==> config.mk <==
export PLATFORM = sky130hd
export DESIGN_NAME = decimal_string_syntax_check_unit
export DESIGN_NICKNAME = d
export VERILOG_FILES = /design/src/sv/dsc_pkg.sv /design/src/sv/dsc_in_stage.sv /design/src/sv/dsc_parser.sv /design/src/sv/decimal_string_syntax_check_unit.sv
export SDC_FILE = /design/constraint.sdc
export NUM_CORES = 1
export LEC_CHECK = 0
export ABC_AREA = 0
export BUFFER_PORTS_ARGS = -buffer_cell sky130_fd_sc_hd__buf_4
export CAP_MARGIN = 20
export CORE_MARGIN = 4
export CORE_UTILIZATION = 25
export DETAILED_ROUTE_END_ITERATION = 10
export HOLD_SLACK_MARGIN = 0.08
export PLACE_DENSITY = 0.41
export SYNTH_ARGS = -nofsm -noshare
export SYNTH_HDL_FRONTEND = slang
export SYNTH_SLANG_ARGS = --single-unit
==> constraint.sdc <==
create_clock -name clk -period 2.6 [get_ports clk]
set_input_delay 0.52 -clock clk [delete_from_list [all_inputs] [get_ports clk]]
set_output_delay 0.52 -clock clk [all_outputs]
set_load 0.05 [all_outputs]
==> src/sv/dsc_pkg.sv <==
// Package with the shared types and codes of the decimal-string syntax checker.
`default_nettype none
package dsc_pkg;

  localparam int CHAR_W   = 8;
  localparam int POS_W    = 7;
  localparam int PHASE_W  = 4;
  localparam int CAUSE_W  = 2;
  localparam int TDATA_IN_W  = 8;
  localparam int TDATA_OUT_W = 24;

  localparam logic [POS_W-1:0] MAX_LENGTH_RESET = 7'd16;
  localparam logic [POS_W-1:0] POS_SAT          = 7'd127;

  localparam logic [PHASE_W-1:0] PH_LEAD   = 4'd0;
  localparam logic [PHASE_W-1:0] PH_SIGNED = 4'd1;
  localparam logic [PHASE_W-1:0] PH_INT    = 4'd2;
  localparam logic [PHASE_W-1:0] PH_POINT  = 4'd3;
  localparam logic [PHASE_W-1:0] PH_FRAC   = 4'd4;
  localparam logic [PHASE_W-1:0] PH_EXP0   = 4'd5;
  localparam logic [PHASE_W-1:0] PH_EXPS   = 4'd6;
  localparam logic [PHASE_W-1:0] PH_EXPD   = 4'd7;
  localparam logic [PHASE_W-1:0] PH_TRAIL  = 4'd8;

  localparam logic [CAUSE_W-1:0] CAUSE_NONE     = 2'd0;
  localparam logic [CAUSE_W-1:0] CAUSE_MANTISSA = 2'd1;
  localparam logic [CAUSE_W-1:0] CAUSE_EXPONENT = 2'd2;
  localparam logic [CAUSE_W-1:0] CAUSE_BAD_CHAR = 2'd3;

  localparam logic KIND_CHAR = 1'b0;
  localparam logic KIND_END  = 1'b1;

  localparam logic [CHAR_W-1:0] CH_PLUS  = 8'h2B;
  localparam logic [CHAR_W-1:0] CH_MINUS = 8'h2D;
  localparam logic [CHAR_W-1:0] CH_POINT = 8'h2E;
  localparam logic [CHAR_W-1:0] CH_E_UP  = 8'h45;
  localparam logic [CHAR_W-1:0] CH_E_LO  = 8'h65;
  localparam logic [CHAR_W-1:0] CH_ZERO  = 8'h30;
  localparam logic [CHAR_W-1:0] CH_NINE  = 8'h39;
  localparam logic [CHAR_W-1:0] CH_SPACE = 8'h20;
  localparam logic [CHAR_W-1:0] CH_NUL   = 8'h00;

  typedef struct packed {
    logic              kind;
    logic [CHAR_W-1:0] character;
  } item_t;

  typedef struct packed {
    logic [CHAR_W-1:0]  bad_character;
    logic [POS_W-1:0]   bad_offset;
    logic               too_long;
    logic [CAUSE_W-1:0] cause;
    logic               valid_res;
  } res_t;

  function automatic logic [CAUSE_W-1:0] end_cause(input logic [PHASE_W-1:0] p);
    logic [CAUSE_W-1:0] c;
    case (p)
      PH_LEAD, PH_SIGNED, PH_POINT: c = CAUSE_MANTISSA;
      PH_EXP0, PH_EXPS:             c = CAUSE_EXPONENT;
      default:                      c = CAUSE_NONE;
    endcase
    return c;
  endfunction

endpackage
`default_nettype wire

==> src/sv/dsc_in_stage.sv <==
// Input register of the checker, holding one accepted item until it is processed.
`default_nettype none
module dsc_in_stage (
  input  wire logic          clk,
  input  wire logic          rst,
  input  wire logic          in_valid,
  output logic               in_ready,
  input  wire dsc_pkg::item_t in_item,
  input  wire logic          out_ready,
  output logic               out_valid,
  output dsc_pkg::item_t     out_item
);

  logic           held_valid;
  dsc_pkg::item_t held_item;
  logic           advance;

  assign advance   = held_valid && out_ready;
  assign in_ready  = !held_valid || out_ready;
  assign out_valid = held_valid;
  assign out_item  = held_item;

  always_ff @(posedge clk) begin
    if (rst) begin
      held_valid <= 1'b0;
    end else if (in_valid && in_ready) begin
      held_valid <= 1'b1;
    end else if (advance) begin
      held_valid <= 1'b0;
    end
  end

  always_ff @(posedge clk) begin
    if (in_valid && in_ready) begin
      held_item <= in_item;
    end
  end

endmodule
`default_nettype wire

==> src/sv/dsc_parser.sv <==
// Per-value syntax state and the verdict logic of the checker.
`default_nettype none
module dsc_parser (
  input  wire logic                       clk,
  input  wire logic                       rst,
  input  wire logic                       step,
  input  wire dsc_pkg::item_t             item,
  input  wire logic [dsc_pkg::POS_W-1:0]  max_length,
  output dsc_pkg::res_t                   result
);

  logic [dsc_pkg::PHASE_W-1:0] phase, phase_next;
  logic [dsc_pkg::POS_W-1:0]   position, position_next;
  logic                        overflow_seen, overflow_seen_next;
  logic                        decided, decided_next;
  logic [dsc_pkg::CAUSE_W-1:0] held_cause, held_cause_next;
  logic [dsc_pkg::POS_W-1:0]   held_offset, held_offset_next;
  logic [dsc_pkg::CHAR_W-1:0]  held_byte, held_byte_next;

  logic [dsc_pkg::CHAR_W-1:0]  ch;
  logic                        is_digit, is_sign, is_expo, is_space;
  logic                        past_limit;
  logic                        fix;
  logic [dsc_pkg::CAUSE_W-1:0] fix_cause;
  logic [dsc_pkg::PHASE_W-1:0] feed_phase;
  logic                        feed_fix;
  logic [dsc_pkg::CAUSE_W-1:0] feed_cause;
  logic [dsc_pkg::CAUSE_W-1:0] final_cause;

  assign ch         = item.character;
  assign is_digit   = (ch >= dsc_pkg::CH_ZERO) && (ch <= dsc_pkg::CH_NINE);
  assign is_sign    = (ch == dsc_pkg::CH_PLUS) || (ch == dsc_pkg::CH_MINUS);
  assign is_expo    = (ch == dsc_pkg::CH_E_UP) || (ch == dsc_pkg::CH_E_LO);
  assign is_space   = (ch == dsc_pkg::CH_SPACE);
  assign past_limit = (position >= max_length);

  always_comb begin
    feed_phase = phase;
    feed_fix   = 1'b0;
    feed_cause = dsc_pkg::CAUSE_NONE;
    case (phase)
      dsc_pkg::PH_LEAD: begin
        if (is_space) begin
          feed_phase = phase;
        end else if (is_sign) begin
          feed_phase = dsc_pkg::PH_SIGNED;
        end else if (is_digit) begin
          feed_phase = dsc_pkg::PH_INT;
        end else if (ch == dsc_pkg::CH_POINT) begin
          feed_phase = dsc_pkg::PH_POINT;
        end else begin
          feed_fix   = 1'b1;
          feed_cause = dsc_pkg::CAUSE_MANTISSA;
        end
      end
      dsc_pkg::PH_SIGNED: begin
        if (is_digit) begin
          feed_phase = dsc_pkg::PH_INT;
        end else if (ch == dsc_pkg::CH_POINT) begin
          feed_phase = dsc_pkg::PH_POINT;
        end else begin
          feed_fix   = 1'b1;
          feed_cause = dsc_pkg::CAUSE_MANTISSA;
        end
      end
      dsc_pkg::PH_INT: begin
        if (is_digit) begin
          feed_phase = phase;
        end else if (ch == dsc_pkg::CH_POINT) begin
          feed_phase = dsc_pkg::PH_FRAC;
        end else if (is_expo) begin
          feed_phase = dsc_pkg::PH_EXP0;
        end else if (is_space) begin
          feed_phase = dsc_pkg::PH_TRAIL;
        end else begin
          feed_fix   = 1'b1;
          feed_cause = dsc_pkg::CAUSE_BAD_CHAR;
        end
      end
      dsc_pkg::PH_POINT: begin
        if (is_digit) begin
          feed_phase = dsc_pkg::PH_FRAC;
        end else begin
          feed_fix   = 1'b1;
          feed_cause = dsc_pkg::CAUSE_MANTISSA;
        end
      end
      dsc_pkg::PH_FRAC: begin
        if (is_digit) begin
          feed_phase = phase;
        end else if (is_expo) begin
          feed_phase = dsc_pkg::PH_EXP0;
        end else if (is_space) begin
          feed_phase = dsc_pkg::PH_TRAIL;
        end else begin
          feed_fix   = 1'b1;
          feed_cause = dsc_pkg::CAUSE_BAD_CHAR;
        end
      end
      dsc_pkg::PH_EXP0: begin
        if (is_sign) begin
          feed_phase = dsc_pkg::PH_EXPS;
        end else if (is_digit) begin
          feed_phase = dsc_pkg::PH_EXPD;
        end else begin
          feed_fix   = 1'b1;
          feed_cause = dsc_pkg::CAUSE_EXPONENT;
        end
      end
      dsc_pkg::PH_EXPS: begin
        if (is_digit) begin
          feed_phase = dsc_pkg::PH_EXPD;
        end else begin
          feed_fix   = 1'b1;
          feed_cause = dsc_pkg::CAUSE_EXPONENT;
        end
      end
      dsc_pkg::PH_EXPD: begin
        if (is_digit) begin
          feed_phase = phase;
        end else if (is_space) begin
          feed_phase = dsc_pkg::PH_TRAIL;
        end else begin
          feed_fix   = 1'b1;
          feed_cause = dsc_pkg::CAUSE_BAD_CHAR;
        end
      end
      default: begin
        if (is_space) begin
          feed_phase = dsc_pkg::PH_TRAIL;
        end else begin
          feed_fix   = 1'b1;
          feed_cause = dsc_pkg::CAUSE_BAD_CHAR;
        end
      end
    endcase
  end

  always_comb begin
    if (past_limit || (ch == dsc_pkg::CH_NUL)) begin
      fix       = 1'b1;
      fix_cause = dsc_pkg::end_cause(phase);
    end else begin
      fix       = feed_fix;
      fix_cause = feed_cause;
    end
  end

  always_comb begin
    if (decided) begin
      final_cause = held_cause;
    end else if (position == '0) begin
      final_cause = dsc_pkg::CAUSE_NONE;
    end else begin
      final_cause = dsc_pkg::end_cause(phase);
    end
    result.valid_res = !overflow_seen && (final_cause == dsc_pkg::CAUSE_NONE);
    result.cause     = final_cause;
    result.too_long  = overflow_seen;
    if (final_cause == dsc_pkg::CAUSE_BAD_CHAR) begin
      result.bad_offset    = held_offset;
      result.bad_character = held_byte;
    end else begin
      result.bad_offset    = '0;
      result.bad_character = '0;
    end
  end

  always_comb begin
    phase_next         = phase;
    position_next      = position;
    overflow_seen_next = overflow_seen;
    decided_next       = decided;
    held_cause_next    = held_cause;
    held_offset_next   = held_offset;
    held_byte_next     = held_byte;
    if (step) begin
      if (item.kind == dsc_pkg::KIND_END) begin
        phase_next         = dsc_pkg::PH_LEAD;
        position_next      = '0;
        overflow_seen_next = 1'b0;
        decided_next       = 1'b0;
        held_cause_next    = dsc_pkg::CAUSE_NONE;
        held_offset_next   = '0;
        held_byte_next     = '0;
      end else begin
        if (!decided) begin
          if (fix) begin
            decided_next    = 1'b1;
            held_cause_next = fix_cause;
            if (fix_cause == dsc_pkg::CAUSE_BAD_CHAR) begin
              held_offset_next = position + 7'd1;
              held_byte_next   = ch;
            end
          end else begin
            phase_next = feed_phase;
          end
        end
        if (past_limit) begin
          overflow_seen_next = 1'b1;
        end
        if (position != dsc_pkg::POS_SAT) begin
          position_next = position + 7'd1;
        end
      end
    end
  end

  always_ff @(posedge clk) begin
    if (rst) begin
      phase         <= dsc_pkg::PH_LEAD;
      position      <= '0;
      overflow_seen <= 1'b0;
      decided       <= 1'b0;
      held_cause    <= dsc_pkg::CAUSE_NONE;
      held_offset   <= '0;
      held_byte     <= '0;
    end else begin
      phase         <= phase_next;
      position      <= position_next;
      overflow_seen <= overflow_seen_next;
      decided       <= decided_next;
      held_cause    <= held_cause_next;
      held_offset   <= held_offset_next;
      held_byte     <= held_byte_next;
    end
  end

endmodule
`default_nettype wire

==> src/sv/decimal_string_syntax_check_unit.sv <==
// Top level of the decimal-string syntax checker with configuration and result registers.
//
// Usage: the characters of one decimal-string value arrive on the slave stream, one per
// transfer, with tuser low; a transfer with tuser high ends the value. For each end
// transfer one verdict leaves on the master stream: valid flag, cause, over-length flag,
// and the offset and byte of the first unexpected character. Character transfers give
// no output.
// Timing: the input register holds an accepted end transfer, and the result register loads
// its verdict when the transfer leaves the input register.
// Throughput: one transfer per cycle while no end transfer waits for a pending verdict,
// set by the state update between the two registers.
// Stalls: while a verdict waits in the result register, character transfers keep
// flowing; a second end transfer waits in the input register until the verdict is taken.
// Reset (rst, synchronous): empties both registers, clears the per-value state and sets
// max_length to 16. cfg_wr_en writes max_length from cfg_wr_data at the clock edge; the
// user must assert it only while no value is in flight, which the block does not enforce.
`default_nettype none
module decimal_string_syntax_check_unit (
  input  wire logic                               clk,
  input  wire logic                               rst,
  input  wire logic                               cfg_wr_en,
  input  wire logic [dsc_pkg::POS_W-1:0]          cfg_wr_data,    // max_length
  input  wire logic                               s_axis_tvalid,
  output logic                                    s_axis_tready,
  input  wire logic [dsc_pkg::TDATA_IN_W-1:0]     s_axis_tdata,   // [7:0] character
  input  wire logic                               s_axis_tuser,   // [0] kind
  output logic                                    m_axis_tvalid,
  input  wire logic                               m_axis_tready,
  // [0] valid_res, [2:1] cause, [3] too_long, [10:4] bad_offset, [18:11] bad_character
  output logic [dsc_pkg::TDATA_OUT_W-1:0]         m_axis_tdata
);

  logic [dsc_pkg::POS_W-1:0] max_length;
  dsc_pkg::item_t            in_item;
  dsc_pkg::item_t            cur_item;
  logic                      cur_valid;
  logic                      cur_ready;
  logic                      step;
  dsc_pkg::res_t             result;
  dsc_pkg::res_t             out_res;
  logic                      out_valid;

  assign in_item.kind      = s_axis_tuser;
  assign in_item.character = s_axis_tdata;

  always_ff @(posedge clk) begin
    if (rst) begin
      max_length <= dsc_pkg::MAX_LENGTH_RESET;
    end else if (cfg_wr_en) begin
      max_length <= cfg_wr_data;
    end
  end

  dsc_in_stage u_in_stage (
    .clk       (clk),
    .rst       (rst),
    .in_valid  (s_axis_tvalid),
    .in_ready  (s_axis_tready),
    .in_item   (in_item),
    .out_ready (cur_ready),
    .out_valid (cur_valid),
    .out_item  (cur_item)
  );

  assign cur_ready = (cur_item.kind == dsc_pkg::KIND_CHAR) || !out_valid || m_axis_tready;
  assign step      = cur_valid && cur_ready;

  dsc_parser u_parser (
    .clk        (clk),
    .rst        (rst),
    .step       (step),
    .item       (cur_item),
    .max_length (max_length),
    .result     (result)
  );

  always_ff @(posedge clk) begin
    if (rst) begin
      out_valid <= 1'b0;
    end else if (step && (cur_item.kind == dsc_pkg::KIND_END)) begin
      out_valid <= 1'b1;
    end else if (m_axis_tready) begin
      out_valid <= 1'b0;
    end
  end

  always_ff @(posedge clk) begin
    if (step && (cur_item.kind == dsc_pkg::KIND_END)) begin
      out_res <= result;
    end
  end

  assign m_axis_tvalid = out_valid;
  assign m_axis_tdata  = {5'd0, out_res};

  a_valid_consistent: assert property (@(posedge clk) disable iff (rst)
    m_axis_tvalid |-> (m_axis_tdata[0] ==
                       ((m_axis_tdata[2:1] == dsc_pkg::CAUSE_NONE) && !m_axis_tdata[3])))
    else $error("valid_res disagrees with cause and too_long");

  a_offset_only_bad: assert property (@(posedge clk) disable iff (rst)
    (m_axis_tvalid && (m_axis_tdata[2:1] != dsc_pkg::CAUSE_BAD_CHAR)) |->
      (m_axis_tdata[18:4] == '0))
    else $error("bad offset or byte reported without an unexpected character");

  a_bad_offset_nonzero: assert property (@(posedge clk) disable iff (rst)
    (m_axis_tvalid && (m_axis_tdata[2:1] == dsc_pkg::CAUSE_BAD_CHAR)) |->
      (m_axis_tdata[10:4] != '0))
    else $error("unexpected character reported at offset zero");

  a_ready_after_reset: assert property (@(posedge clk)
    (!rst && $past(rst)) |-> (s_axis_tready && !m_axis_tvalid))
    else $error("block not empty after reset");

endmodule
`default_nettype wire
# Yosys cells after proc, flatten, opt, wreduce, memory -nomap -nowiden
# Index checks and enable logic that the tools add are counted.
# word_totals
register_bits	67
input_bits	21
output_inout_bits	26
wordCells	148
# classes
add_sub_neg	1
order_cmp	3
eq_ne	23
n_mux	71
bitwise_logic	1
reduce_logical	32
# ops
cell	n
$mux 4	16
$mux 7	6
$mux 2	17
$eq 8x6->1 const B	4
$mux 8	4
$pmux 4 s8	1
$mux 1	24
$eq 4x3->1 const B	4
$eq 8x7->1 const B	2
$pmux 2 s8	1
$ne 3x3->1 const B	4
$reduce_bool 2->1	6
$eq 4x2->1 const B	2
$ge 8x6->1 const B	1
$le 8x6->1 const B	1
$logic_not 8->1	1
$reduce_and 8->1	1
$add 7x1->7 const B	1
$ge 7x7->1	1
$logic_not 7->1	1
$ne 7x7->1 const B	1
$pmux 1 s7	1
$logic_or 1x1->1	6
$logic_and 1x1->1	5
other kinds (14)	20

# Longest topological paths before layout
# depth
ltp_word	12
depth_mapped	12
depth_no_buf	10

# By module
# A second synthesis with hierarchy kept.
# unflattened
hier_cells	343
hier_area_um2	3374.5
# by_module_without_submodules
mod	n_inst	cells_each	area_each_um2	seq_area_each_um2
dsc_parser	1	273	2124.5	600.6
decimal_string_syntax_check_unit	1	56	924.6	730.7
dsc_in_stage	1	14	325.3	290.3

# Worst setup path before layout
# Ideal clock, no wire load.
# synth_path
kind	register -> register
from	register u_in_stage.held_item, in the netlist u_in_stage.out_item[3]
to	register u_parser.held_byte[0] in the netlist's numbering
setup_time_ns	0.072
arrival_time_ns	2.554
required_ns	2.528
setup_slack_ns	-0.026
path_stages_with_launch	11
n_path_buf	3
synth_period_minus_slack_ns	2.626
cell_sequence	edfxtp_1 buf_6 or4_4 or4b_4 and2b_4 nand3_1 and3_4 and2_4 buf_6 buf_12 mux2i_1
# synth_via
elab_chain_cells	10
word_cells_on_any_way	46
cone_classes	2 x order compare; 7 x eq/ne; 29 x mux; 8 x reduce/logical
# synth_lines
item	line	source
start, declared	dsc_in_stage.sv:15	dsc_pkg::item_t held_item;
start signal, assigned	dsc_in_stage.sv:35	held_item <= in_item;
$ge 8x6->1, or another cell as far along	dsc_parser.sv:31	assign is_digit = (ch >= dsc_pkg::CH_ZERO) && (ch <= dsc_pkg::CH_NINE);
$logic_and 1x1->1, or another cell as far along	dsc_parser.sv:31	
$mux 2, on equally long branches	dsc_parser.sv:57, dsc_parser.sv:71	
$mux 2, on equally long branches	dsc_parser.sv:45, dsc_parser.sv:69	
$mux 2, on equally long branches	dsc_parser.sv:43, dsc_parser.sv:67	
$pmux 2 s8	dsc_parser.sv:41	case (phase)
$mux 2	dsc_parser.sv:140	if (past_limit || (ch == dsc_pkg::CH_NUL)) begin
$eq 2x2->1	dsc_parser.sv:191	if (fix_cause == dsc_pkg::CAUSE_BAD_CHAR) begin
$reduce_bool 2->1 (no source line)	-	
$reduce_and 4->1 (no source line) (*)	-	
end signal, assigned	dsc_parser.sv:225	held_byte <= held_byte_next;
end, declared	dsc_parser.sv:18	logic [dsc_pkg::CHAR_W-1:0] held_byte, held_byte_next;
# Mark *: on every way between the ends. The rest lies on a longest branch, timed or not.
# A chain may end at the register's enable or synchronous reset.

# Worst setup path after layout
# layout_path
from	register u_in_stage.held_item, in the netlist u_in_stage.out_item[4]
to	register u_parser.held_offset[0] in the netlist's numbering
# layout_via
elab_chain_cells	10
word_cells_on_any_way	46
cone_classes	2 x order compare; 7 x eq/ne; 29 x mux; 8 x reduce/logical
# layout_lines
item	line	source
$ge 8x6->1, or another cell as far along	dsc_parser.sv:31	
$logic_and 1x1->1, or another cell as far along	dsc_parser.sv:31	
$mux 2, on equally long branches	dsc_parser.sv:57, dsc_parser.sv:71	
$mux 2, on equally long branches	dsc_parser.sv:45, dsc_parser.sv:69	
$mux 2, on equally long branches	dsc_parser.sv:43, dsc_parser.sv:67	
$pmux 2 s8	dsc_parser.sv:41	
$mux 2	dsc_parser.sv:140	
$eq 2x2->1	dsc_parser.sv:191	
$reduce_bool 2->1 (no source line)	-	
$reduce_and 4->1 (no source line) (*)	-	
end signal, assigned	dsc_parser.sv:224	held_offset <= held_offset_next;
end, declared	dsc_parser.sv:17	logic [dsc_pkg::POS_W-1:0] held_offset, held_offset_next;
# Marked as above.

==> flow_summary_export.csv <==
group,metric,value,unit
detailed_routing,dr.pass1.iters,4,
power_and_ir_drop,power.switching,0.612,mW
critical_path,critPathMaxFanout,8,
logic_synthesis,ys_seq_area_share,47.0,%
hold_path,whs_endpoint,"u_in_stage.out_item[1]",
detailed_routing,routed_via_density,4.57,
detailed_routing,vias,2795,
flow_run,max_cap_violations,0,
cts,cts-hold-fix-buffers,0,
cts,root_buffer,"clkbuf_16",
grt,grt_max_degree,21,
grt,track_usage,10.9,%
cts,cts_num_sinks,67,
cts,cts_buffers,9,
logic_synthesis,synth_compound_area_share,13.2,%
critical_path,required,2.82,ns
status,violations,"negative setup slack",
cts,cts.reportedPaths.clkPinSlew,0.06,ns
logic_synthesis,synth_edf_count,28,
detailed_routing,wire_per_inst,13.6,um
logic_synthesis,yosys.area_share.simple,22.6,%
die,coreArea,13400,um2
finish,n_antenna_cell,0,
sta,fin_skew,0.00904,ns
placement,port_buffers,41,
die,die_area,15700,um2
sta,slew_headroom,36.8,%
grt,use_met2,15.9,%
cts,cts_tree,"done",
critical_path,crit_arrival,2.85,ns
die,start_util,25.8,%
status,status,"finished with violations",
detailed_routing,drt_first_iter_violations,170,
finish,fin_nets,460,
power_and_ir_drop,design_power_total,2.67,mW
grt,grt_overflow,0,
critical_path,path_class,"reg2reg",
sta,min_period,2.63,ns
power_and_ir_drop,internal_power,2.06,mW
grt,grt_pass1_vias,2754,
grt,grt_pass1_wl,13.9,mm
critical_path,reg2reg_slack,-0.03,ns
critical_path,startpoint_type,"register",
logic_synthesis,synth.avg_cell_area,9.56,um2
detailed_routing,drt_wl_total,8.30,mm
hold_path,hp-start,"s_axis_tdata[1]",
critical_path,r2r_end,"u_parser.held_offset[0]",
finish,final_util,34.1,%
placement,dp_hpwl,6.06,mm
sta,slew_viol_final,0,
power_and_ir_drop,leakage,1.82,nW
grt,use_met1,15.1,%
finish,area.growth.synth_to_final,32.3,%
detailed_routing,final_antenna_net_count,0,
die,ioPinCount,47,
logic_synthesis,synth-xor-area-share,2.03,%
grt,busiest_layer,"met2",
finish,drive_gt1_share,29.7,%
sta,setup_viol,2,
cts,ctsLongestPathBuffers,2,
cts,clock_latency,0.33,ns
power_and_ir_drop,ir_drop,0.378,mV
logic_synthesis,yosysWarnings,0,
grt,antenna_found_initial,0,
logic_synthesis,synthAdderAreaFrac,3.26,%
die,die_w,125,um
die,fp.dieH,125,um
sta,hold_viol,0,
cts,cts.htree.levels,3,
power_and_ir_drop,clkPwrFrac,48.4,%
power_and_ir_drop,netSwitchingFraction,22.9,%
hold_path,hold_depth,1,
sta,setup_slack,-0.0307,ns
logic_synthesis,synth_area,3450,um2
critical_path,r2r_start,"u_in_stage.out_item[4]",
grt,grt_util_met3,3.33,%
logic_synthesis,synth_flop_cell,"dfxtp_1",
sta,fmax,0.380,GHz
logic_synthesis,synth_seq_cells,67,
power_and_ir_drop,combPwrFrac,9.1,%
die,rows,42,
power_and_ir_drop,pwr_density_cell,585,nW/um2
logic_synthesis,synthArstFlopShare,0,%
critical_path,endpoint_kind,"register",
logic_synthesis,synth_cell_types,66,
hold_path,hold_class,"in2reg",
logic_synthesis,synthCells,361,
logic_synthesis,synth_top_family_by_area,"simple AND/OR/NAND/NOR gates",
sta,tightest_slew,0.943,ns
detailed_routing,drcViolationCount,0,
sta,grt_setup_unrepaired,"true",
critical_path,r2r_cells,9,
placement,gp_congestion,0.868,
power_and_ir_drop,pwr-share-seq,42.4,%
sta,finalCritPeriodShare,101,%
logic_synthesis,synth_mux_area_share,5.22,%
metal layers:
metal / part of all wire, % / vias to the layer above / wire [um]
li1: - / 1431 / -
met1: 51 / 1279 / 4200
met2: 42 / 73 / 3520
met3: 5.1 / 12 / 422
met4: 1.8 / 0 / 149
met5: 0 / - / 0
per-stage QoR:
step | hold WS, ns | instance area, um2 | cells | setup slack (ns) | setup TNS (ns)
6_report | 0.359 | 4570 | 611 | -0.0307 | -0.0461
5_1_grt | 0.342 | 4570 | 611 | -0.122 | -0.741
4_1_cts | 0.347 | 4490 | 607 | -0.0391 | -0.0522
3_5_place_dp | 0.439 | 4070 | 586 | -0.149 | -0.490
3_3_place_gp | 0.433 | 4070 | 586 | -0.0838 | -0.102
2_1_floorplan | 0.424 | 3470 | 365 | -0.0161 | -0.128
critical path: stages (launching register included):
cell	delay (ns)
edfxtp_1	0.38
or4b_4	0.61
a211oi_2	0.20
o32ai_2	0.13
a221oi_2	0.37
buf_4	0.17
a221o_2	0.15
o21ai_4	0.07
and2_4	0.20
a31o_4	0.22
repair_timing:
action	4_1_cts	5_1_grt
gates resized for setup	14	13
gates cloned	1	0
pin swaps	9	10
setup endpoints to repair	18	20
buffers inserted	4	4
cells in the final DEF, fill, tap and decap left out, types with 3 or more instances in the layout:
master      n
nand2_1    44
buf_4      80
a31oi_1     5
inv_1      16
a21oi_1    18
nand2b_1    6
ha_1        9
nor2_1     24
or4b_4      3
nor2b_1     4
edfxtp_1   28
nor3_1      7
xor2_1      3
dfxtp_1    38
clkbuf_16   9
nand3_1    13
and3_1     15
conb_1      5
or3_1       3
o31ai_1     3
xnor2_1     5
mux2i_1    18
o21ai_0    10
power groups by stage:
stage | sequential [mW] | combinational [mW] | clock, mW
after CTS | 1.13 | 0.234 | 1.34
after floorplan | 1.17 | 0.132 | 0
after detailed placement | 1.16 | 0.223 | 0
final | 1.13 | 0.244 | 1.29
after global placement | 1.16 | 0.223 | 0
after global routing | 1.14 | 0.268 | 1.39
layout make-up:
cell class	count	area, um2
clock buffer	10	229
multi-input combinational	255	1730
timing repair buffer	81	612
inverter	16	60.1
clock inverter	6	88.8
fill	1389	8830
tap	176	220
sequential	67	1620
sequential cells by signal, indices dropped and copies added (netlist names):
name / count
max_length: 7
u_parser.held_offset: 7
u_parser.decided: 1
u_parser.held_byte: 8
u_in_stage.out_valid: 1
u_parser.held_cause: 2
u_parser.overflow_seen: 1
u_in_stage.out_item: 9
u_parser.phase: 4
m_axis_tdata: 19
u_parser.position: 7
m_axis_tvalid: 1
cells in the mapped netlist (all sizes together) (3+ instances only):
master / count / area, um2
a211oi: 3 / 27.5
a21oi: 19 / 95.1
a31oi: 5 / 31.3
and3: 16 / 105
buf: 12 / 108
clkbuf: 16 / 60.1
dfxtp: 39 / 781
edfxtp: 28 / 841
ha: 9 / 113
inv: 16 / 60.1
mux2i: 18 / 180
nand2: 44 / 165
nand2b: 7 / 46.3
nand3: 15 / 75.1
nor2: 26 / 105
nor2b: 4 / 25.0
nor3: 8 / 45.0
o21ai: 15 / 78.8
o31ai: 5 / 37.5
or3: 4 / 25.0
or4: 3 / 26.3
or4b: 5 / 53.8
xnor2: 5 / 43.8
xor2: 3 / 26.3
how the worst max path moves through the flow:
stage,from,endpoint,slack [ns],cells past startpoint
6_report,u_in_stage.out_item[4],u_parser.held_offset[0],-0.03,9
5_1_grt,u_in_stage.out_item[4],u_parser.phase[0],-0.12,8
4_1_cts,u_in_stage.out_item[1],u_parser.phase[1],-0.04,8
3_5_place_dp,u_in_stage.out_item[6],u_parser.phase[1],-0.15,7
3_3_place_gp,u_in_stage.out_item[6],u_parser.phase[1],-0.08,7
2_1_floorplan,u_in_stage.out_item[3],u_parser.held_byte[0],-0.02,10
cell families after synthesis:
| group | after synthesis |
|---|---|
| AO/OA/AOI/OAI | 68 |
| XOR/XNOR | 8 |
| adder cells (fa/ha/maj) | 9 |
| buffers and inverters | 44 |
| flip-flops | 67 |
| multiplexers | 18 |
| other | 1 |
| AND/OR/NAND/NOR | 146 |
Note: power is estimated with default switching activity, not from simulation.
